`src/design/cdps_pkg.sv`:
```
// Shared types, codes and constants of the CiA 402 drive power sequencer.
`timescale 1ns / 1ps

package cdps_pkg;

    // Queue between the front and back parts.
    localparam int CDPS_QUEUE_DEPTH = 4;

    // Stream and register port widths.
    localparam int S_TDATA_W = 144;
    localparam int S_TUSER_W = 2;
    localparam int M_TDATA_W = 104;
    localparam int APB_ADDR_W = 4;
    localparam int APB_DATA_W = 32;

    // Request kinds as carried on s_tuser.
    typedef enum logic [1:0] {
        REQ_POWER = 2'd0,
        REQ_RESET = 2'd1,
        REQ_BUS   = 2'd2,
        REQ_NONE  = 2'd3
    } req_kind_t;

    // Classes produced by the front part for the back part.
    typedef enum logic [2:0] {
        CLS_IDLE      = 3'd0,
        CLS_LINK_LOST = 3'd1,
        CLS_POWER     = 3'd2,
        CLS_RESET     = 3'd3,
        CLS_BUS       = 3'd4
    } item_class_t;

    // Register indexes (byte address is four times the index).
    typedef enum logic [1:0] {
        REG_DRIVE_MODE     = 2'd0,
        REG_FIELDBUS_READY = 2'd1,
        REG_HOME_ENABLE    = 2'd2,
        REG_MAX_PROFILE_V  = 2'd3
    } reg_index_t;

    // Drive modes selected by the drive_mode register.
    typedef enum logic [1:0] {
        DM_CSP    = 2'd0,
        DM_CSV    = 2'd1,
        DM_CST    = 2'd2,
        DM_HOMING = 2'd3
    } drive_mode_t;

    // Error codes reported on power and reset requests.
    localparam logic [2:0] ERR_NONE          = 3'd0;
    localparam logic [2:0] ERR_FIELDBUS_INIT = 3'd1;
    localparam logic [2:0] ERR_POWERED_ON    = 3'd2;
    localparam logic [2:0] ERR_POWER_ON      = 3'd3;
    localparam logic [2:0] ERR_POWER_OFF     = 3'd4;

    // Control words sent to the drive.
    localparam logic [7:0] CW_DISABLE_VOLTAGE = 8'h00;
    localparam logic [7:0] CW_SHUTDOWN        = 8'h06;
    localparam logic [7:0] CW_SWITCH_ON       = 8'h07;
    localparam logic [7:0] CW_ENABLE_OP       = 8'h0F;
    localparam logic [7:0] CW_FAULT_RESET     = 8'h80;
    localparam logic [7:0] CW_CLEAR_HOME      = 8'hEF;
    localparam logic [7:0] CW_HOME_START      = 8'h10;

    // Operation mode codes written to the drive.
    localparam logic [3:0] MSEL_CSP    = 4'd8;
    localparam logic [3:0] MSEL_CSV    = 4'd9;
    localparam logic [3:0] MSEL_CST    = 4'd10;
    localparam logic [3:0] MSEL_HOMING = 4'd6;
    localparam logic signed [7:0] ACT_MODE_HOMING = 8'sd6;

    // Status word masks and patterns.
    localparam logic [15:0] SW_MASK_4F  = 16'h004F;
    localparam logic [15:0] SW_MASK_7F  = 16'h007F;
    localparam logic [15:0] SW_MASK_6F  = 16'h006F;
    localparam logic [15:0] SW_MASK_7B  = 16'h007B;
    localparam logic [15:0] SW_OP_EN    = 16'h0037;
    localparam logic [15:0] SW_QSTOP    = 16'h0007;
    localparam logic [15:0] SW_NOT_RDY  = 16'h0000;
    localparam logic [15:0] SW_SW_DIS   = 16'h0040;
    localparam logic [15:0] SW_RDY      = 16'h0031;
    localparam logic [15:0] SW_SW_ON    = 16'h0033;
    localparam logic [15:0] SW_FAULT    = 16'h0008;
    localparam logic [15:0] SW_FAULT_RA = 16'h000F;

    // Input fields as packed in s_tdata, last field lowest.
    typedef struct packed {
        logic signed [15:0] submit_torque;
        logic signed [31:0] submit_velocity;
        logic signed [31:0] submit_position;
        logic signed [7:0]  actual_mode;
        logic signed [31:0] actual_position;
        logic               link_up;
        logic [15:0]        drive_status;
        logic               power_request;
    } in_fields_t;

    // Classified request held in the queue.
    typedef struct packed {
        item_class_t        cls;
        logic               power_request;
        logic [15:0]        drive_status;
        logic signed [31:0] actual_position;
        logic signed [7:0]  actual_mode;
        logic signed [31:0] submit_position;
        logic signed [31:0] submit_velocity;
        logic signed [15:0] submit_torque;
    } item_t;

    // Result fields as packed in m_tdata, last field lowest.
    typedef struct packed {
        logic [3:0]         mode_select;
        logic               mode_write;
        logic signed [15:0] target_torque;
        logic               torque_write;
        logic signed [31:0] target_velocity;
        logic               velocity_write;
        logic signed [31:0] target_position;
        logic               position_write;
        logic               servo_on;
        logic               done_res;
        logic [2:0]         error_code;
        logic [7:0]         control_word;
    } result_t;

    // Configuration seen by the back part.
    typedef struct packed {
        drive_mode_t drive_mode;
        logic        fieldbus_ready;
        logic        home_enable;
        logic [31:0] max_profile_velocity;
    } cfg_t;

    // Queue status towards the front and back parts.
    typedef struct packed {
        logic full;
        logic empty;
    } queue_status_t;

    // True when the status word shows a fault or a fault reaction.
    function automatic logic drive_faulted(input logic [15:0] sw);
        logic [15:0] m;
        m = sw & SW_MASK_4F;
        return (m == SW_FAULT_RA) || (m == SW_FAULT);
    endfunction

endpackage

```
`src/design/cdps_front.sv`:
```
// Front part: takes requests from the input stream and classifies them.
`timescale 1ns / 1ps

module cdps_front
    import cdps_pkg::*;
(
    input  logic                 s_tvalid,
    output logic                 s_tready,
    input  logic [S_TDATA_W-1:0] s_tdata,
    input  logic [S_TUSER_W-1:0] s_tuser,
    input  queue_status_t        q_status,
    output logic                 push,
    output item_t                push_item
);

    in_fields_t  fields;
    req_kind_t   kind;
    item_class_t cls;

    assign fields = in_fields_t'(s_tdata[$bits(in_fields_t)-1:0]);
    assign kind   = req_kind_t'(s_tuser);

    // A request is taken whenever the queue has room.
    assign s_tready = ~q_status.full;
    assign push     = s_tvalid & ~q_status.full;

    // Power and reset requests collapse into one class when the link is down.
    always_comb
    begin
        case (kind)
            REQ_POWER: cls = fields.link_up ? CLS_POWER : CLS_LINK_LOST;
            REQ_RESET: cls = fields.link_up ? CLS_RESET : CLS_LINK_LOST;
            REQ_BUS:   cls = CLS_BUS;
            default:   cls = CLS_IDLE;
        endcase
    end

    always_comb
    begin
        push_item.cls             = cls;
        push_item.power_request   = fields.power_request;
        push_item.drive_status    = fields.drive_status;
        push_item.actual_position = fields.actual_position;
        push_item.actual_mode     = fields.actual_mode;
        push_item.submit_position = fields.submit_position;
        push_item.submit_velocity = fields.submit_velocity;
        push_item.submit_torque   = fields.submit_torque;
    end

endmodule

```
`src/design/cdps_queue.sv`:
```
// Short queue of classified requests between the front and back parts.
`timescale 1ns / 1ps

module cdps_queue
    import cdps_pkg::*;
#(
    parameter int DEPTH = CDPS_QUEUE_DEPTH
)
(
    input  logic          clk,
    input  logic          rst_n,
    input  logic          push,
    input  item_t         push_item,
    input  logic          pop,
    output item_t         head_item,
    output queue_status_t q_status
);

    localparam int AW = $clog2(DEPTH);
    localparam int CW = $clog2(DEPTH + 1);
    localparam logic [AW-1:0] LAST_PTR = AW'(DEPTH - 1);
    localparam logic [CW-1:0] FULL_CNT = CW'(DEPTH);

    item_t           slot_reg [DEPTH];
    logic [AW-1:0]   wr_ptr_reg;
    logic [AW-1:0]   wr_ptr_next;
    logic [AW-1:0]   rd_ptr_reg;
    logic [AW-1:0]   rd_ptr_next;
    logic [CW-1:0]   count_reg;
    logic [CW-1:0]   count_next;

    assign q_status.full  = (count_reg == FULL_CNT);
    assign q_status.empty = (count_reg == '0);
    assign head_item      = slot_reg[rd_ptr_reg];

    // Pointer and fill count update.
    always_comb
    begin
        wr_ptr_next = wr_ptr_reg;
        rd_ptr_next = rd_ptr_reg;
        count_next  = count_reg;
        if (push)
        begin
            wr_ptr_next = (wr_ptr_reg == LAST_PTR) ? '0 : wr_ptr_reg + 1'b1;
        end
        if (pop)
        begin
            rd_ptr_next = (rd_ptr_reg == LAST_PTR) ? '0 : rd_ptr_reg + 1'b1;
        end
        if (push && !pop)
        begin
            count_next = count_reg + 1'b1;
        end
        else if (pop && !push)
        begin
            count_next = count_reg - 1'b1;
        end
    end

    always_ff @(posedge clk or negedge rst_n)
    begin
        if (!rst_n)
        begin
            wr_ptr_reg <= '0;
            rd_ptr_reg <= '0;
            count_reg  <= '0;
        end
        else
        begin
            wr_ptr_reg <= wr_ptr_next;
            rd_ptr_reg <= rd_ptr_next;
            count_reg  <= count_next;
        end
    end

    // Payload slots carry no reset.
    always_ff @(posedge clk)
    begin
        if (push)
        begin
            slot_reg[wr_ptr_reg] <= push_item;
        end
    end

endmodule

```
`src/design/cdps_back.sv`:
```
// Back part: power sequence, bus cycle handling and the output register.
`timescale 1ns / 1ps

module cdps_back
    import cdps_pkg::*;
(
    input  logic                 clk,
    input  logic                 rst_n,
    input  cfg_t                 cfg,
    input  queue_status_t        q_status,
    input  item_t                head_item,
    output logic                 pop,
    output logic                 m_tvalid,
    input  logic                 m_tready,
    output logic [M_TDATA_W-1:0] m_tdata
);

    typedef enum logic [2:0] {
        PH_OFF    = 3'd0,
        PH_EN_ON  = 3'd1,
        PH_ON     = 3'd2,
        PH_EN_OFF = 3'd3,
        PH_OFFING = 3'd4,
        PH_ERR    = 3'd5
    } phase_t;

    phase_t             phase_reg;
    phase_t             phase_next;
    logic               prev_req_reg;
    logic               prev_req_next;
    logic               servo_reg;
    logic               servo_next;
    logic [7:0]         cw_reg;
    logic [7:0]         cw_next;
    logic [15:0]        sw_reg;
    logic [15:0]        sw_next;
    logic signed [31:0] pos_reg;
    logic signed [31:0] pos_next;
    logic signed [7:0]  act_mode_reg;
    logic signed [7:0]  act_mode_next;
    logic               out_valid_reg;
    logic               out_valid_next;
    result_t            out_reg;
    result_t            out_next;
    result_t            res;

    // Output frees as it is read; with m_tready high, a request can pop each cycle.
    assign pop      = ~q_status.empty & (~out_valid_reg | m_tready);
    assign m_tvalid = out_valid_reg;
    assign m_tdata  = {(M_TDATA_W - $bits(result_t))'(0), out_reg};

    // Next state and result for the request at the head of the queue.
    always_comb
    begin
        phase_next    = phase_reg;
        prev_req_next = prev_req_reg;
        servo_next    = servo_reg;
        cw_next       = cw_reg;
        sw_next       = sw_reg;
        pos_next      = pos_reg;
        act_mode_next = act_mode_reg;
        res           = '0;

        case (head_item.cls)
            CLS_LINK_LOST:
            begin
                cw_next        = CW_DISABLE_VOLTAGE;
                res.error_code = ERR_POWERED_ON;
            end
            CLS_POWER:
            begin
                if (head_item.power_request && !prev_req_reg)
                begin
                    // Power-on request.
                    if (!cfg.fieldbus_ready)
                    begin
                        res.error_code = ERR_FIELDBUS_INIT;
                    end
                    else
                    begin
                        phase_next    = PH_EN_ON;
                        prev_req_next = 1'b1;
                    end
                end
                else
                begin
                    prev_req_next = head_item.power_request;
                    if (prev_req_reg && !head_item.power_request)
                    begin
                        // Power-off request.
                        servo_next = 1'b0;
                        phase_next = PH_EN_OFF;
                    end
                    else
                    begin
                        case (phase_reg)
                            PH_EN_ON:
                            begin
                                if ((sw_reg & SW_MASK_7F) == SW_OP_EN)
                                begin
                                    res.done_res = 1'b1;
                                    servo_next   = 1'b1;
                                    phase_next   = PH_ON;
                                end
                                else if ((sw_reg & SW_MASK_6F) == SW_QSTOP)
                                begin
                                    cw_next = CW_DISABLE_VOLTAGE;
                                end
                                else if ((sw_reg & SW_MASK_4F) == SW_NOT_RDY)
                                begin
                                    cw_next = CW_FAULT_RESET;
                                end
                                else if ((sw_reg & SW_MASK_4F) == SW_SW_DIS)
                                begin
                                    cw_next = CW_SHUTDOWN;
                                end
                                else if ((sw_reg & SW_MASK_7F) == SW_RDY)
                                begin
                                    cw_next = CW_SWITCH_ON;
                                end
                                else if ((sw_reg & SW_MASK_7B) == SW_SW_ON)
                                begin
                                    res.position_write  = 1'b1;
                                    res.target_position = pos_reg;
                                    res.mode_write      = 1'b1;
                                    res.mode_select     = MSEL_CSP;
                                    cw_next             = CW_ENABLE_OP;
                                end
                                else if (drive_faulted(sw_reg))
                                begin
                                    cw_next = CW_FAULT_RESET;
                                end
                                else
                                begin
                                    servo_next     = 1'b0;
                                    phase_next     = PH_ERR;
                                    res.error_code = ERR_POWER_ON;
                                end
                            end
                            PH_ON:
                            begin
                                if (drive_faulted(sw_reg))
                                begin
                                    cw_next        = CW_DISABLE_VOLTAGE;
                                    servo_next     = 1'b0;
                                    phase_next     = PH_ERR;
                                    res.error_code = ERR_POWERED_ON;
                                end
                                else
                                begin
                                    res.done_res = 1'b1;
                                end
                            end
                            PH_EN_OFF:
                            begin
                                cw_next    = CW_SHUTDOWN;
                                phase_next = PH_OFFING;
                            end
                            PH_OFFING:
                            begin
                                cw_next = CW_SHUTDOWN;
                                if (drive_faulted(sw_reg))
                                begin
                                    servo_next     = 1'b0;
                                    res.error_code = ERR_POWER_OFF;
                                end
                                else if ((sw_reg & SW_MASK_7F) == SW_RDY)
                                begin
                                    servo_next   = 1'b0;
                                    res.done_res = 1'b1;
                                    phase_next   = PH_OFF;
                                end
                            end
                            default:
                            begin
                                phase_next = phase_reg;
                            end
                        endcase
                    end
                end
            end
            CLS_RESET:
            begin
                // Outside the error phase a reset simply returns to powered off.
                if (phase_reg == PH_ERR)
                begin
                    if (drive_faulted(sw_reg))
                    begin
                        cw_next = CW_FAULT_RESET;
                    end
                    else if ((sw_reg & SW_MASK_4F) == SW_SW_DIS)
                    begin
                        phase_next   = PH_OFF;
                        res.done_res = 1'b1;
                    end
                end
                else
                begin
                    phase_next   = PH_OFF;
                    res.done_res = 1'b1;
                end
            end
            CLS_BUS:
            begin
                sw_next = head_item.drive_status;
                if (cfg.fieldbus_ready)
                begin
                    pos_next      = head_item.actual_position;
                    act_mode_next = head_item.actual_mode;
                    if (servo_reg)
                    begin
                        res.mode_write = 1'b1;
                        case (cfg.drive_mode)
                            DM_CSP:
                            begin
                                res.position_write  = 1'b1;
                                res.target_position = head_item.submit_position;
                                res.mode_select     = MSEL_CSP;
                                cw_next             = cw_reg & CW_CLEAR_HOME;
                            end
                            DM_CSV:
                            begin
                                res.velocity_write  = 1'b1;
                                res.target_velocity = head_item.submit_velocity;
                                res.mode_select     = MSEL_CSV;
                                cw_next             = cw_reg & CW_CLEAR_HOME;
                            end
                            DM_CST:
                            begin
                                res.torque_write  = 1'b1;
                                res.target_torque = head_item.submit_torque;
                                res.mode_select   = MSEL_CST;
                            end
                            default:
                            begin
                                res.mode_select = MSEL_HOMING;
                                if (cfg.home_enable &&
                                    (head_item.actual_mode == ACT_MODE_HOMING))
                                begin
                                    cw_next = cw_reg | CW_HOME_START;
                                end
                                else
                                begin
                                    cw_next = cw_reg & CW_CLEAR_HOME;
                                end
                            end
                        endcase
                    end
                end
            end
            default:
            begin
                res = '0;
            end
        endcase

        res.control_word = cw_next;
        res.servo_on     = servo_next;
    end

    // Output register handshake.
    always_comb
    begin
        out_valid_next = out_valid_reg;
        out_next       = out_reg;
        if (pop)
        begin
            out_valid_next = 1'b1;
            out_next       = res;
        end
        else if (m_tready)
        begin
            out_valid_next = 1'b0;
        end
    end

    // Sequencer state, drive state and registered result.
    always_ff @(posedge clk or negedge rst_n)
    begin
        if (!rst_n)
        begin
            phase_reg     <= PH_OFF;
            prev_req_reg  <= 1'b0;
            servo_reg     <= 1'b0;
            cw_reg        <= '0;
            sw_reg        <= '0;
            pos_reg       <= '0;
            act_mode_reg  <= '0;
            out_valid_reg <= 1'b0;
            out_reg       <= '0;
        end
        else
        begin
            if (pop)
            begin
                phase_reg    <= phase_next;
                prev_req_reg <= prev_req_next;
                servo_reg    <= servo_next;
                cw_reg       <= cw_next;
                sw_reg       <= sw_next;
                pos_reg      <= pos_next;
                act_mode_reg <= act_mode_next;
            end
            out_valid_reg <= out_valid_next;
            out_reg       <= out_next;
        end
    end

endmodule

```
`src/design/cia402_drive_power_sequencer.sv`:
```
// Top level of the CiA 402 drive power sequencer: register port and part wiring.
`timescale 1ns / 1ps

// Channel    Direction  Handshake                          Payload
// s_*        in         s_tvalid / s_tready                 s_tuser kind, s_tdata fields
// m_*        out        m_tvalid / m_tready                 m_tdata result fields
// APB        in/out     psel & penable & pwrite (pready=1)  paddr, pwdata, prdata
//
// Sustained rate is one request per clock while the sink holds m_tready high: the back
// part updates the power sequence state and writes the output register for each request.
// With the queue empty and the output free, a request is first written into a queue
// slot and then, from the head of the queue, into the output register on m_tdata.
// Reset clears the sequence state, the queue and the output register.
// A four-entry queue absorbs output stalls; s_tready falls only when it is full.

module cia402_drive_power_sequencer
    import cdps_pkg::*;
#(
    parameter int QUEUE_DEPTH = CDPS_QUEUE_DEPTH
)
(
    input  logic                  clk,
    input  logic                  rst_n,
    // Register port
    input  logic                  psel,
    input  logic                  penable,
    input  logic                  pwrite,
    input  logic [APB_ADDR_W-1:0] paddr,
    input  logic [APB_DATA_W-1:0] pwdata,
    output logic [APB_DATA_W-1:0] prdata,
    output logic                  pready,
    // Request stream
    input  logic                  s_tvalid,
    output logic                  s_tready,
    // s_tdata from bit 0: power_request, drive_status, link_up,
    // actual_position, actual_mode, submit_position, submit_velocity, submit_torque
    input  logic [S_TDATA_W-1:0]  s_tdata,
    // s_tuser: req_type
    input  logic [S_TUSER_W-1:0]  s_tuser,
    // Result stream
    output logic                  m_tvalid,
    input  logic                  m_tready,
    // m_tdata from bit 0: control_word, error_code, done_res, servo_on,
    // position_write, target_position, velocity_write, target_velocity,
    // torque_write, target_torque, mode_write, mode_select
    output logic [M_TDATA_W-1:0]  m_tdata
);

    cfg_t          cfg_reg;
    cfg_t          cfg_next;
    reg_index_t    reg_sel;
    logic          wr_en;
    queue_status_t q_status;
    logic          push;
    item_t         push_item;
    logic          pop;
    item_t         head_item;

    assign pready  = 1'b1;
    assign wr_en   = psel & penable & pwrite;
    assign reg_sel = reg_index_t'(paddr[3:2]);

    // Register writes.
    always_comb
    begin
        cfg_next = cfg_reg;
        if (wr_en)
        begin
            case (reg_sel)
                REG_DRIVE_MODE:     cfg_next.drive_mode = drive_mode_t'(pwdata[1:0]);
                REG_FIELDBUS_READY: cfg_next.fieldbus_ready = pwdata[0];
                REG_HOME_ENABLE:    cfg_next.home_enable = pwdata[0];
                REG_MAX_PROFILE_V:  cfg_next.max_profile_velocity = pwdata;
                default:            cfg_next = cfg_reg;
            endcase
        end
    end

    always_ff @(posedge clk or negedge rst_n)
    begin
        if (!rst_n)
        begin
            cfg_reg <= '0;
        end
        else
        begin
            cfg_reg <= cfg_next;
        end
    end

    // Register reads.
    always_comb
    begin
        case (reg_sel)
            REG_DRIVE_MODE:     prdata = {30'd0, cfg_reg.drive_mode};
            REG_FIELDBUS_READY: prdata = {31'd0, cfg_reg.fieldbus_ready};
            REG_HOME_ENABLE:    prdata = {31'd0, cfg_reg.home_enable};
            REG_MAX_PROFILE_V:  prdata = cfg_reg.max_profile_velocity;
            default:            prdata = '0;
        endcase
    end

    cdps_front u_front (
        .s_tvalid  (s_tvalid),
        .s_tready  (s_tready),
        .s_tdata   (s_tdata),
        .s_tuser   (s_tuser),
        .q_status  (q_status),
        .push      (push),
        .push_item (push_item)
    );

    cdps_queue #(
        .DEPTH (QUEUE_DEPTH)
    ) u_queue (
        .clk       (clk),
        .rst_n     (rst_n),
        .push      (push),
        .push_item (push_item),
        .pop       (pop),
        .head_item (head_item),
        .q_status  (q_status)
    );

    cdps_back u_back (
        .clk       (clk),
        .rst_n     (rst_n),
        .cfg       (cfg_reg),
        .q_status  (q_status),
        .head_item (head_item),
        .pop       (pop),
        .m_tvalid  (m_tvalid),
        .m_tready  (m_tready),
        .m_tdata   (m_tdata)
    );

endmodule

```
`config.mk`:
```
export PLATFORM = sky130hd
export DESIGN_NAME = cia402_drive_power_sequencer
export DESIGN_NICKNAME = d
export VERILOG_FILES = /design/src/design/cdps_pkg.sv /design/src/design/cdps_front.sv /design/src/design/cdps_queue.sv /design/src/design/cdps_back.sv /design/src/design/cia402_drive_power_sequencer.sv
export SDC_FILE = /design/constraint.sdc
export NUM_CORES = 1
export LEC_CHECK = 0
export BUFFER_PORTS_ARGS = -buffer_cell sky130_fd_sc_hd__buf_2
export CAP_MARGIN = 20
export CORE_ASPECT_RATIO = 0.75
export CORE_MARGIN = 8
export CORE_UTILIZATION = 30
export CTS_CLUSTER_SIZE = 16
export DETAILED_ROUTE_END_ITERATION = 6
export PLACE_DENSITY_LB_ADDON = 0.12
export REMOVE_ABC_BUFFERS = 1
export SLEW_MARGIN = 20
export SYNTH_ARGS = -nofsm -noshare
export SYNTH_HDL_FRONTEND = slang
export SYNTH_SLANG_ARGS = --single-unit
```
`constraint.sdc`:
```
create_clock -name clk -period 5.3 [get_ports clk]
set_input_delay 1.06 -clock clk [delete_from_list [all_inputs] [get_ports clk]]
set_output_delay 1.06 -clock clk [all_outputs]
set_load 0.02 [all_outputs]
```
* Yosys cells after proc, flatten, opt, wreduce, memory -nomap -nowiden
Memory sizes are Yosys's and may differ from the RTL's. Cells that the tools add are included.
Cells by class: multiplexer cells 113, bitwise operators 10, reductions and logical operators 34, add/subtract/negate cells 4, equality and inequality tests 58
Operators by type and width (count):
- 2-to-1 mux 33 bit | 11
- 2-to-1 mux 88 bit | 2
- case mux 32 bit (4 select lines) | 1
- 2-to-1 mux 8 bit | 13
- 2-to-1 mux 3 bit | 26
- case mux 33 bit (2 select lines) | 1
- 2-to-1 mux 5 bit | 10
- 2-to-1 mux 50 bit | 1
- inequality test 6 x 3 -> 1 bit, second input constant | 6
- case mux 8 bit (4 select lines) | 1
- 2-to-1 mux 1 bit | 28
- inequality test 4 x 2 -> 1 bit, second input constant | 6
- case mux 4 bit (3 select lines) | 2
- case mux 8 bit (3 select lines) | 1
- case mux 5 bit (2 select lines) | 2
- 2-to-1 mux 17 bit | 1
- logical NOT 16 bit | 1
- AND reduction 15 bit | 1
- == test 7 x 6 -> 1 bit, second input constant | 2
- == test 2 bit, second input constant | 6
- == test 3 x 2 -> 1 bit, second input constant | 4
- == test 3 bit, second input constant | 4
- 2-to-1 mux 2 bit | 6
- inequality test 3 bit, second input constant | 4
- other kinds (42) | 79
Storage, ports and cells: bits in writable memories 560, input bits 189, flip-flop bits (word level) 188, memories 1
Memories:
- u_queue.slot_reg | depth 4, bits a word 140, read ports 1, clocked after Yosys merged registers in 0, write ports 1, line cdps_queue.sv:24 | item_t slot_reg [DEPTH];

* Depth between registers and ports, before layout
Gate-level depths: netlist (run 1).
depth in word-level cells 13, mapped depth 12

* Cells and area by module
A second synthesis (run 1) with hierarchy kept.
Unflattened totals: cell total of the unflattened synthesis 1599, area, all modules 29838.6 um^2
By module, submodules not included:
- cdps_queue | cells an instance 769, instances 1, area each 20599.8 um^2, sequential area each 16991.3 um^2
- cdps_back | cells an instance 561, instances 1, area each 6338.6 um^2, sequential area each 3628.5 um^2
- cia402_drive_power_sequencer | cells an instance 126, instances 1, area each 1835.5 um^2, sequential area each 900.9 um^2
- cdps_front | cells an instance 143, instances 1, area each 1064.8 um^2, sequential area each 0.0 um^2

* Worst setup path before layout (run 1)
OpenSTA, ideal clock, no wires.
path type in2reg, from input port s_tvalid, to memory u_queue.slot_reg[3][0] (netlist bit), enable pin, setup slack 0.669 ns, library setup time 0.507 ns, data arrival time 4.124 ns, cell stages on the path 1, required time 4.793 ns, path through and3_1
Between the ends: word-level cells in the longest chain between the ends 3
RTL lines:
- start, declared | line cia402_drive_power_sequencer.sv:33 | input logic s_tvalid,
- AND 1 bit | line cdps_front.sv:25 | assign push = s_tvalid & ~q_status.full;
- 2-to-1 mux 1 bit | line cdps_queue.sv:79 | if (push)
- 2-to-1 mux 1 bit (implied by the code) | line cdps_queue.sv:81 | slot_reg[wr_ptr_reg] <= push_item;
- end, declared | line cdps_queue.sv:24
No other way between the ends.

* Final worst setup path (run 1)
from register u_queue.rd_ptr_reg[0], to register u_back.out_reg, in the netlist u_back.m_tdata[1]
Between the ends: word-level cells in the longest chain between the ends 5
RTL lines:
- start, declared | line cdps_queue.sv:27 | logic [AW-1:0] rd_ptr_reg;
- start signal, assigned | line cdps_queue.sv:71 | rd_ptr_reg <= rd_ptr_next;
- memory read (4 x 140 bit) *
- branches (longest 4 deep; another with AND reduction 9 bit)
- end signal, assigned | line cdps_back.sv:305 | out_reg <= out_next;
- end, declared | line cdps_back.sv:43 | result_t out_reg;
Mark *: on every way between the ends. A chain may end at the register's enable or synchronous reset.

==> results.toml, run 1 <==
[outcome]
status = "finished clean"

[die]
dieArea_mm2 = 0.1004
die_h_um = 276.4
io_pins = 328
rows = 95
start_util_pct = 30.26
fp.dieW_um = 363.2
core_area_mm2 = 0.08962

[placement]
gp_congestion = 0.7805
dpl_worst_slack_ns = 1.475
dp.cells = 2840
detailed_place_hpwl_um = 39780
place_area_mm2 = 0.03015
port_buffers = 306

[clock_tree]
root_buffer = "clkbuf_16"
clock_path_buffers = 3
cts.sinks = 712
clkTransAtPathRegs_ns = 0.06
cts_setup_buffers = 0
clkLatencyLatePin_ns = 0.63
cts_tree = "yes"
h-tree-depth = 3
hold_buffers = 0
cts_buffers = 78
ctsResizeCount = 0

[final_layout]
fillers = 8495
fin_area_mm2 = 0.03267
largest_reg_flops = 524
layout_commonest_cell = "edfxtp_1"
instances_no_fill = 2992
final_core_util_pct = 36.45
syn2layout_area_growth_pct = 20.47
mostFrequentLayoutCells = "524 x edfxtp_1, 305 x buf_2, 186 x dfrtp_1"
nets = 1906
drive_gt1_share_pct = 37.51

[power_and_ir_drop]
max-vdd-ir-drop_mv = 0.2379
p_total_mw = 16.62
p_leak_nw = 12.23
p_per_area_mw_per_mm2 = 508.7

[route]
drt-wirelength-per-cell_um = 22.93
drc_errors = 0
ant_nets = 0
firstDrtPassIters = 5
wl_um = 68610
vias = 14050
avgViaCountPerCell = 4.697
drt_iter0_drc = 935

[worst_setup_path]
path_max_fanout = 27
crit_chain = "mux4_2 -> ha_1 -> nor2_1 -> o21ai_0 -> a211o_1 -> o32ai_1 -> nand2_1 -> a32o_1"
endpoint_kind = "flip-flop"
critPathRequiredTime_ns = 5.80
path_class = "flip-flop to flip-flop"
slowest_delay_ns = 0.85
cp-start-kind = "flip-flop"
path_buf_inv = 0
crit_slowest_cell = "dfrtp_4"
crit_family = "compound AO/OA/AOI/OAI gates"
crit_arrival_ns = 4.28

[timing]
fmax_mhz = 264.8
rsz0062_at_grt = "no"
worst_slew_pin_slew_ns = 1.084
slew_headroom_pct = 27.51
slew_violations = 0
hold_ws_ns = 0.4445
finClkSkew_ns = 0.02110
fin_crit_sh_pct = 71.24
hold_violations = 0
fin_ws_ns = 1.524
period_needed_ns = 3.776
tns_ns = 0
setup-violations-final = 0

[global_routing]
antenna_found_initial = 20
grt_pass1_wl_um = 101900
grtUsageTotal_pct = 13.43
grt_pass1_vias = 15130
grt_max_degree = 122
grt-ovfl-total = 0

[hold_path]
min_path_type = "primary input to asynchronous set/reset pin"

[logic_synthesis]
syn_avg_cell_area_um2 = 19.77
syn_inst = 1372
yosysWarnings = 0
synth-seq-area-share_pct = 75.37
synth_flop_cell = "edfxtp_1"
ys_ff_latch = 712
synth_edf_count = 524
async_flop_share_pct = 26.40
synth_cell_type_count = 71
netlist_area_mm2 = 0.02712

[run]
cap_violations = 0
-- final timing paths --
| kind | to | slack [ns] | startpoint | cells after the start |
|---|---|---|---|---|
| setup / recovery | u_back.m_tdata[1]$_DFFE_PN0P_ | 1.52 | u_queue.rd_ptr_reg[0]$_DFFE_PN0P_ | 8 |
| hold / removal | u_back.sw_reg[3]$_DFFE_PN0P_ | 0.44 | rst_n | 1 |
| setup reg to reg | u_back.m_tdata[1]$_DFFE_PN0P_ | 1.52 | u_queue.rd_ptr_reg[0]$_DFFE_PN0P_ | 8 |
| hold reg to reg | u_back.m_tdata[79]$_DFFE_PN0P_ | 0.48 | u_back.m_tdata[79]$_DFFE_PN0P_ | 1 |
| max in group asynchronous | u_back.pos_reg[5]$_DFFE_PN0P_ | 3.82 | rst_n | 2 |
| min in group clk | u_back.m_tdata[79]$_DFFE_PN0P_ | 0.48 | u_back.m_tdata[79]$_DFFE_PN0P_ | 1 |
-- report_power, final --
part	switching (mW)	leakage [nW]	internal [mW]
registers	0.465	7.28	7.15
clock network	2.22	1.22	3.05
logic	2.09	3.73	1.65
-- final cells by class --
type	count	area [um^2]	share of cell area (%)
inverters	16	62.56	0.1915
flip-flops and latches	712	20450	62.58
clock buffers	109	2188	6.698
clock inverters	36	316.6	0.9689
well taps	1212	1516	4.642
repair buffers	329	1789	5.476
multi-input cells	571	6334	19.39
diodes	7	17.52	0.05362
-- synthesized netlist by cell type, types with 3 or more instances --
master / n / share of area [%]
edfxtp_1: 524 / 58
dfrtp_1: 188 / 17
mux4_2: 125 / 10
mux2_2: 70 / 2.9
clkbuf_1: 56 / 0.78
a22o_1: 49 / 1.6
and3_1: 36 / 0.83
a221o_1: 32 / 1.2
nand2_1: 32 / 0.44
nor2b_1: 30 / 0.69
nor2_1: 25 / 0.35
o21ai_0: 19 / 0.35
inv_1: 16 / 0.22
a21oi_1: 14 / 0.26
nor2b_2: 10 / 0.32
mux2_1: 9 / 0.37
ha_1: 8 / 0.37
nand3_1: 7 / 0.13
a21o_1: 6 / 0.17
buf_1: 6 / 0.083
nand2b_1: 6 / 0.14
nor3_1: 6 / 0.11
a31oi_1: 5 / 0.12
buf_4: 5 / 0.14
nor4_1: 5 / 0.12
o31ai_1: 5 / 0.14
a211o_1: 4 / 0.13
and2_1: 4 / 0.092
buf_2: 4 / 0.074
buf_6: 4 / 0.17
nor3b_1: 4 / 0.11
a32o_1: 3 / 0.11
nor4b_1: 3 / 0.097
nor4bb_1: 3 / 0.11
xor2_1: 3 / 0.097
-- metal layers --
metal | global-route usage [%] | part of all wire, %
met1 | 18.03 | 45
met2 | 21.32 | 46
met3 | 3.943 | 6.3
met4 | 3.494 | 2.2
met5 | 0 | 0.16
-- kinds of logic (layout without fill, tap and decap cells) --
group / after synthesis / after routing / share of synthesized area (%)
buf+inv: 91 / 490 / 1.458
xor+xnor: 5 / 5 / 0.1615
mux: 205 / 205 / 13.70
simple gates: 190 / 190 / 4.143
compound gates: 158 / 158 / 4.701
other cells: 2 / 11 / 0.02769
fa+ha+maj: 9 / 9 / 0.4429
flops: 712 / 712 / 75.37
(Power assumes the default switching activity.)
==> run 2, diff against run 1 <==
==> constraint.sdc (replaced) <==
create_clock -name clk -period 3.95 [get_ports clk]
set_input_delay 0.79 -clock clk [delete_from_list [all_inputs] [get_ports clk]]
set_output_delay 0.79 -clock clk [all_outputs]
set_load 0.02 [all_outputs]
==> run 2 against run 1 <==
- combinational power is 40% higher
- design area rose by 0.61%
- sequential cell count did not move
- non-clock buffer count rose by 9
- sequential share of layout area down 0.38 points
- first-iteration DRC count down 21%
- register-to-register slack got worse by 0.76 ns
- hold slack got worse by 0.23 ns
- largest power group unchanged
- clock power up 39%
- power increased by 36%
- die area unchanged
- highest routed layer unchanged
==> results.toml, run 2 (synthesis gave the netlist of run 1 again) <==
[global_routing]
antenna_found_initial = 13
grt_pass1_vias = 15180
grtUsageTotal_pct = 13.52
gr-usage-met3_pct = 3.460
met2_usage_pct = 21.80
grt_max_degree = 90
busiest_layer = "met2"
grt-ovfl-total = 0
grt_pass1_wl_um = 102100
use_met1_pct = 18.19

[worst_setup_path]
cp-start-kind = "flip-flop"
path_max_fanout = 8
crit_chain = "mux4_2 -> nor3b_2 -> nand2_1 -> o32ai_1 -> o31ai_1 -> a32o_1"
crit_arrival_ns = 3.68
endpoint_kind = "flip-flop"
crit_slowest_cell = "mux4_2"
slowest_delay_ns = 0.63
rrSetupSlack_ns = 0.76
critPathRequiredTime_ns = 4.44
r2r_cells = 6
timing.rr.end = "u_back.m_tdata[3]$_DFFE_PN0P_"
path_class = "flip-flop to flip-flop"
crit-reg2reg-launch = "u_queue.rd_ptr_reg[0]$_DFFE_PN0P_"

[clock_tree]
root_buffer = "clkbuf_16"
h-tree-depth = 3
cts_tree = "yes"
hold_buffers = 0
cts_setup_buffers = 0
clkTransAtPathRegs_ns = 0.06
ctsResizeCount = 0
clock_path_buffers = 3
clkLatencyLatePin_ns = 0.63
cts.sinks = 712
cts_buffers = 77

[final_layout]
largest_reg_flops = 524
mostFrequentLayoutCells = "524 x edfxtp_1, 305 x buf_2, 186 x dfrtp_1"
syn2layout_area_growth_pct = 21.20
layout_commonest_cell = "edfxtp_1"
nets = 1914
final_core_util_pct = 36.67
instances_no_fill = 2997
drive_gt1_share_pct = 37.96
fillers = 8452

[timing]
fin_crit_sh_pct = 80.76
slew_violations = 0
setup-violations-final = 0
hold_violations = 0
worst_slew_pin_slew_ns = 1.110
slew_headroom_pct = 25.74
period_needed_ns = 3.190
finClkSkew_ns = 0.02622
fmax_mhz = 313.5
rsz0062_at_grt = "no"

[die]
io_pins = 328
fp.dieW_um = 363.2
core_area_mm2 = 0.08962
rows = 95
dieArea_mm2 = 0.1004
start_util_pct = 30.26
die_h_um = 276.4

[route]
drc_errors = 0
drt_iter0_drc = 741
firstDrtPassIters = 5
vias = 14130
avgViaCountPerCell = 4.715
wl_um = 69050
drt-wirelength-per-cell_um = 23.04
ant_nets = 0

[power_and_ir_drop]
p_leak_nw = 12.34
max-vdd-ir-drop_mv = 0.5045
p_per_area_mw_per_mm2 = 689.3

[placement]
detailed_place_hpwl_um = 40150
dp.cells = 2849
gp_congestion = 0.7638
port_buffers = 306

[run]
cap_violations = 0

[outcome]
status = "finished clean"

[hold_path]
min_path_type = "primary input to asynchronous set/reset pin"
run 2: worst max-delay path: cells and delay by family (launching register included):
| family | cells | cell delay (ns) |
|---|---|---|
| and+or+nand+nor | 2 | 0.85 |
| AOI/OAI and AO/OA | 3 | 1.09 |
| DFF | 1 | 0.50 |
| muxes | 1 | 0.63 |
run 2: worst max path at each step:
stage	cells after the start	from	slack, ns	end
6_report	6	u_queue.rd_ptr_reg[0]$_DFFE_PN0P_	0.76	u_back.m_tdata[3]$_DFFE_PN0P_
2_1_floorplan	5	u_queue.rd_ptr_reg[0]$_DFFE_PN0P_	-4.06	u_back.m_tdata[47]$_DFFE_PN0P_
4_1_cts	6	u_queue.rd_ptr_reg[0]$_DFFE_PN0P_	0.74	u_back.m_tdata[32]$_DFFE_PN0P_
3_5_place_dp	11	m_tready	0.76	u_queue.count_reg[2]$_DFFE_PN0P_
5_1_grt	6	u_queue.rd_ptr_reg[0]$_DFFE_PN0P_	0.58	u_back.m_tdata[2]$_DFFE_PN0P_
3_3_place_gp	11	m_tready	0.74	u_queue.count_reg[2]$_DFFE_PN0P_
run 2: area by class of cell:
type	count	area [um^2]	share of cell area (%)
repair buffers	338	1919	5.839
diodes	4	10.01	0.03045
clock buffers	103	2116	6.437
flip-flops and latches	712	20450	62.21
multi-input cells	571	6334	19.27
well taps	1212	1516	4.614
clock inverters	41	464.2	1.412
inverters	16	62.56	0.1903
run 2: where the power goes:
part / leakage, nW / switching [mW] / internal [mW]
sequential: 7.28 / 0.534 / 9.58
combinational: 3.79 / 2.93 / 2.29
clock: 1.27 / 3.00 / 4.32
total: 12.3 / 6.47 / 16.2
run 2: metrics by stage:
| stage | total power, mW | hold WS, ns | setup TNS, ns | area, um^2 | worst slack (ns) |
|---|---|---|---|---|---|
| global route | 23.85 | 0.2353 | 0 | 32860 | 0.5804 |
| finish | 22.66 | 0.2133 | 0 | 32870 | 0.7602 |
| global placement | 15.61 | 0.4540 | 0 | 30280 | 0.7391 |
| detailed placement | 15.67 | 0.4612 | 0 | 30280 | 0.7619 |
| CTS | 23.14 | 0.2087 | 0 | 32860 | 0.7421 |
| floorplan | 14.09 | 0.4636 | -722.10 | 26790 | -4.062 |
run 2: metal layers:
| metal | wire length [um] | share of wire, % |
|---|---|---|
| met1 | 30750 | 45 |
| met2 | 32690 | 47 |
| met3 | 4025 | 5.8 |
| met4 | 1496 | 2.2 |
| met5 | 82 | 0.12 |
==> run 3, diff against run 2 <==
==> constraint.sdc (replaced) <==
create_clock -name clk -period 2.9 [get_ports clk]
set_input_delay 0.58 -clock clk [delete_from_list [all_inputs] [get_ports clk]]
set_output_delay 0.58 -clock clk [all_outputs]
set_load 0.02 [all_outputs]
==> run 3 against run 2 <==
- maximum frequency grew 13%
- hold slack worse by 0.048 ns
- sequential share of layout area shrank 0.67 points
- combinational power rose by 44%
- register-to-register slack worse by 0.68 ns
- largest power group unchanged
- first-iteration DRC count up 2.3%
- via count grew 1.2%
- sequential cell count is the same
- critical path type unchanged
- clock power up 30%
==> results.toml, run 3 (synthesis gave the netlist of run 1 again) <==
[outcome]
status = "finished clean"

[timing]
slew_headroom_pct = 36.15
finClkSkew_ns = 0.02404
slew_violations = 0
hold_violations = 0
period_needed_ns = 2.820
fmax_mhz = 354.6
setup-violations-final = 0
fin_crit_sh_pct = 97.24
worst_slew_pin_slew_ns = 0.9578
fin_ws_ns = 0.08017

[global_routing]
grt_pass1_vias = 15120
grt_max_degree = 77
grt_pass1_wl_um = 103700
met2_usage_pct = 21.65
grtUsageTotal_pct = 13.71
gr-usage-met3_pct = 4.143
grt-ovfl-total = 0
use_met1_pct = 18.55
busiest_layer = "met2"
antenna_found_initial = 22

[power_and_ir_drop]
p_per_area_mw_per_mm2 = 926.6
p_switching_mw = 8.833
switching_share_pct = 28.69
pwr-share-seq_pct = 44.7
combPwrFrac_pct = 24.4
pwr-share-clk_pct = 30.9
internal-power_mw = 21.95
p_leak_nw = 12.52
max-vdd-ir-drop_mv = 0.6388

[worst_setup_path]
r2r_cells = 7
endpoint_kind = "flip-flop"
worstSetupStartpoint = "u_queue.rd_ptr_reg[0]$_DFFE_PN0P_"
crit-reg2reg-launch = "u_queue.rd_ptr_reg[0]$_DFFE_PN0P_"
path_class = "flip-flop to flip-flop"
critPathRequiredTime_ns = 3.45
cp-start-kind = "flip-flop"
crit_arrival_ns = 3.37
path_max_fanout = 8

[final_layout]
mostFrequentLayoutCells = "524 x edfxtp_1, 305 x buf_2, 186 x dfrtp_1"
layout_commonest_cell = "edfxtp_1"
syn2layout_area_growth_pct = 22.51
fin_area_mm2 = 0.03323
drive_gt1_share_pct = 38.60
fillers = 8437
nets = 1952
largest_reg_flops = 524

[die]
core_area_mm2 = 0.08962
rows = 95
die_h_um = 276.4
start_util_pct = 30.26
fp.dieW_um = 363.2
io_pins = 328
dieArea_mm2 = 0.1004

[route]
drt-wirelength-per-cell_um = 23.40
vias = 14300
drt_iter0_drc = 758
drc_errors = 0
wl_um = 70990
firstDrtPassIters = 5
ant_nets = 0
avgViaCountPerCell = 4.715

[placement]
detailed_place_hpwl_um = 42910
port_buffers = 306
gp_congestion = 0.7752
place_area_mm2 = 0.03065
dpl_worst_slack_ns = -0.000007772

[clock_tree]
h-tree-depth = 3
clkTransAtPathRegs_ns = 0.06
cts.sinks = 712
cts_tree = "yes"
clock_path_buffers = 3
cts_buffers = 77
root_buffer = "clkbuf_16"
clkLatencyLatePin_ns = 0.63

[hold_path]
min_path_type = "primary input to flip-flop"
hold_depth = 1
worstHoldStart = "s_tdata[95]"

[run]
cap_violations = 0
run 3: cell count changes in the layout (fill, tap and decap cells not counted), sizes merged:
cell         previous run  this run
buf                   338       373
clkbuf                103       120
clkinv                 30        17
bufinv                  8         3
diode                   4         6
dlygate4sd3             0         1
run 3: area by class of cell:
class | count | area, um^2 | share of cell area, %
antenna | 6 | 15.01 | 0.04519
clock buffer | 118 | 2192 | 6.598
clock inverter | 23 | 251.5 | 0.7569
inverter | 16 | 62.56 | 0.1883
multi-input combinational | 571 | 6337 | 19.07
sequential | 712 | 20450 | 61.54
tap | 1212 | 1516 | 4.564
timing repair buffer | 376 | 2404 | 7.234
run 3: per-layer routing:
layer	vias up	part of all wire [%]
met3	117	6.4
li1	6342	-
met5	-	0.20
met2	346	46
met4	22	1.9
met1	7477	45
run 3: path summary, 6_finish.rpt:
path	to	slack, ns
max	u_back.m_tdata[43]$_DFFE_PN0P_	0.08
min	u_queue.slot_reg[3][21]$_DFFE_PP_	0.17
max reg2reg	u_back.m_tdata[43]$_DFFE_PN0P_	0.08
min reg2reg	u_back.m_tdata[46]$_DFFE_PN0P_	0.47
max in group asynchronous	u_back.m_tdata[43]$_DFFE_PN0P_	1.69
min in group asynchronous	u_back.phase_reg[1]$_DFFE_PN0P_	0.50
run 3: worst max-delay path, stage by stage (launching register included):
cell	delay, ns
dfrtp_4	0.46
mux4_2	0.53
or3b_4	0.44
or2_4	0.28
or4_4	0.55
clkbuf_16	0.25
nor2b_1	0.12
a221o_1	0.11
run 3: repair_timing:
item / in CTS / in global routing
endpoints found under the setup margin: 0 / 33
hold buffers: 1 / 0
resized for setup: 0 / 3
setup buffers: 0 / 5
hold endpoints to repair: 50 / 0
run 3: power groups by stage:
stage	clock network [mW]	registers, mW	logic (mW)
final	9.52	13.8	7.51
after detailed placement	0	14.0	7.68
after CTS	9.87	13.8	7.70
after global routing	10.3	13.9	8.25
after floorplan	0	14.5	4.23
after global placement	0	13.9	7.64
run 3: stage by stage:
step	cells	TNS (ns)	power (mW)	hold WS, ns	utilization [%]
floorplan	1299	-1394.20	18.73	0.2844	-
global placement	2878	0	21.55	0.4528	34.20
detailed placement	2878	-0.000007772	21.66	0.4652	34.20
CTS	3020	0	31.36	0.1079	36.93
global route	3028	-0.00009481	32.45	0.1269	37.06
finish	3034	0	30.79	0.1650	37.07
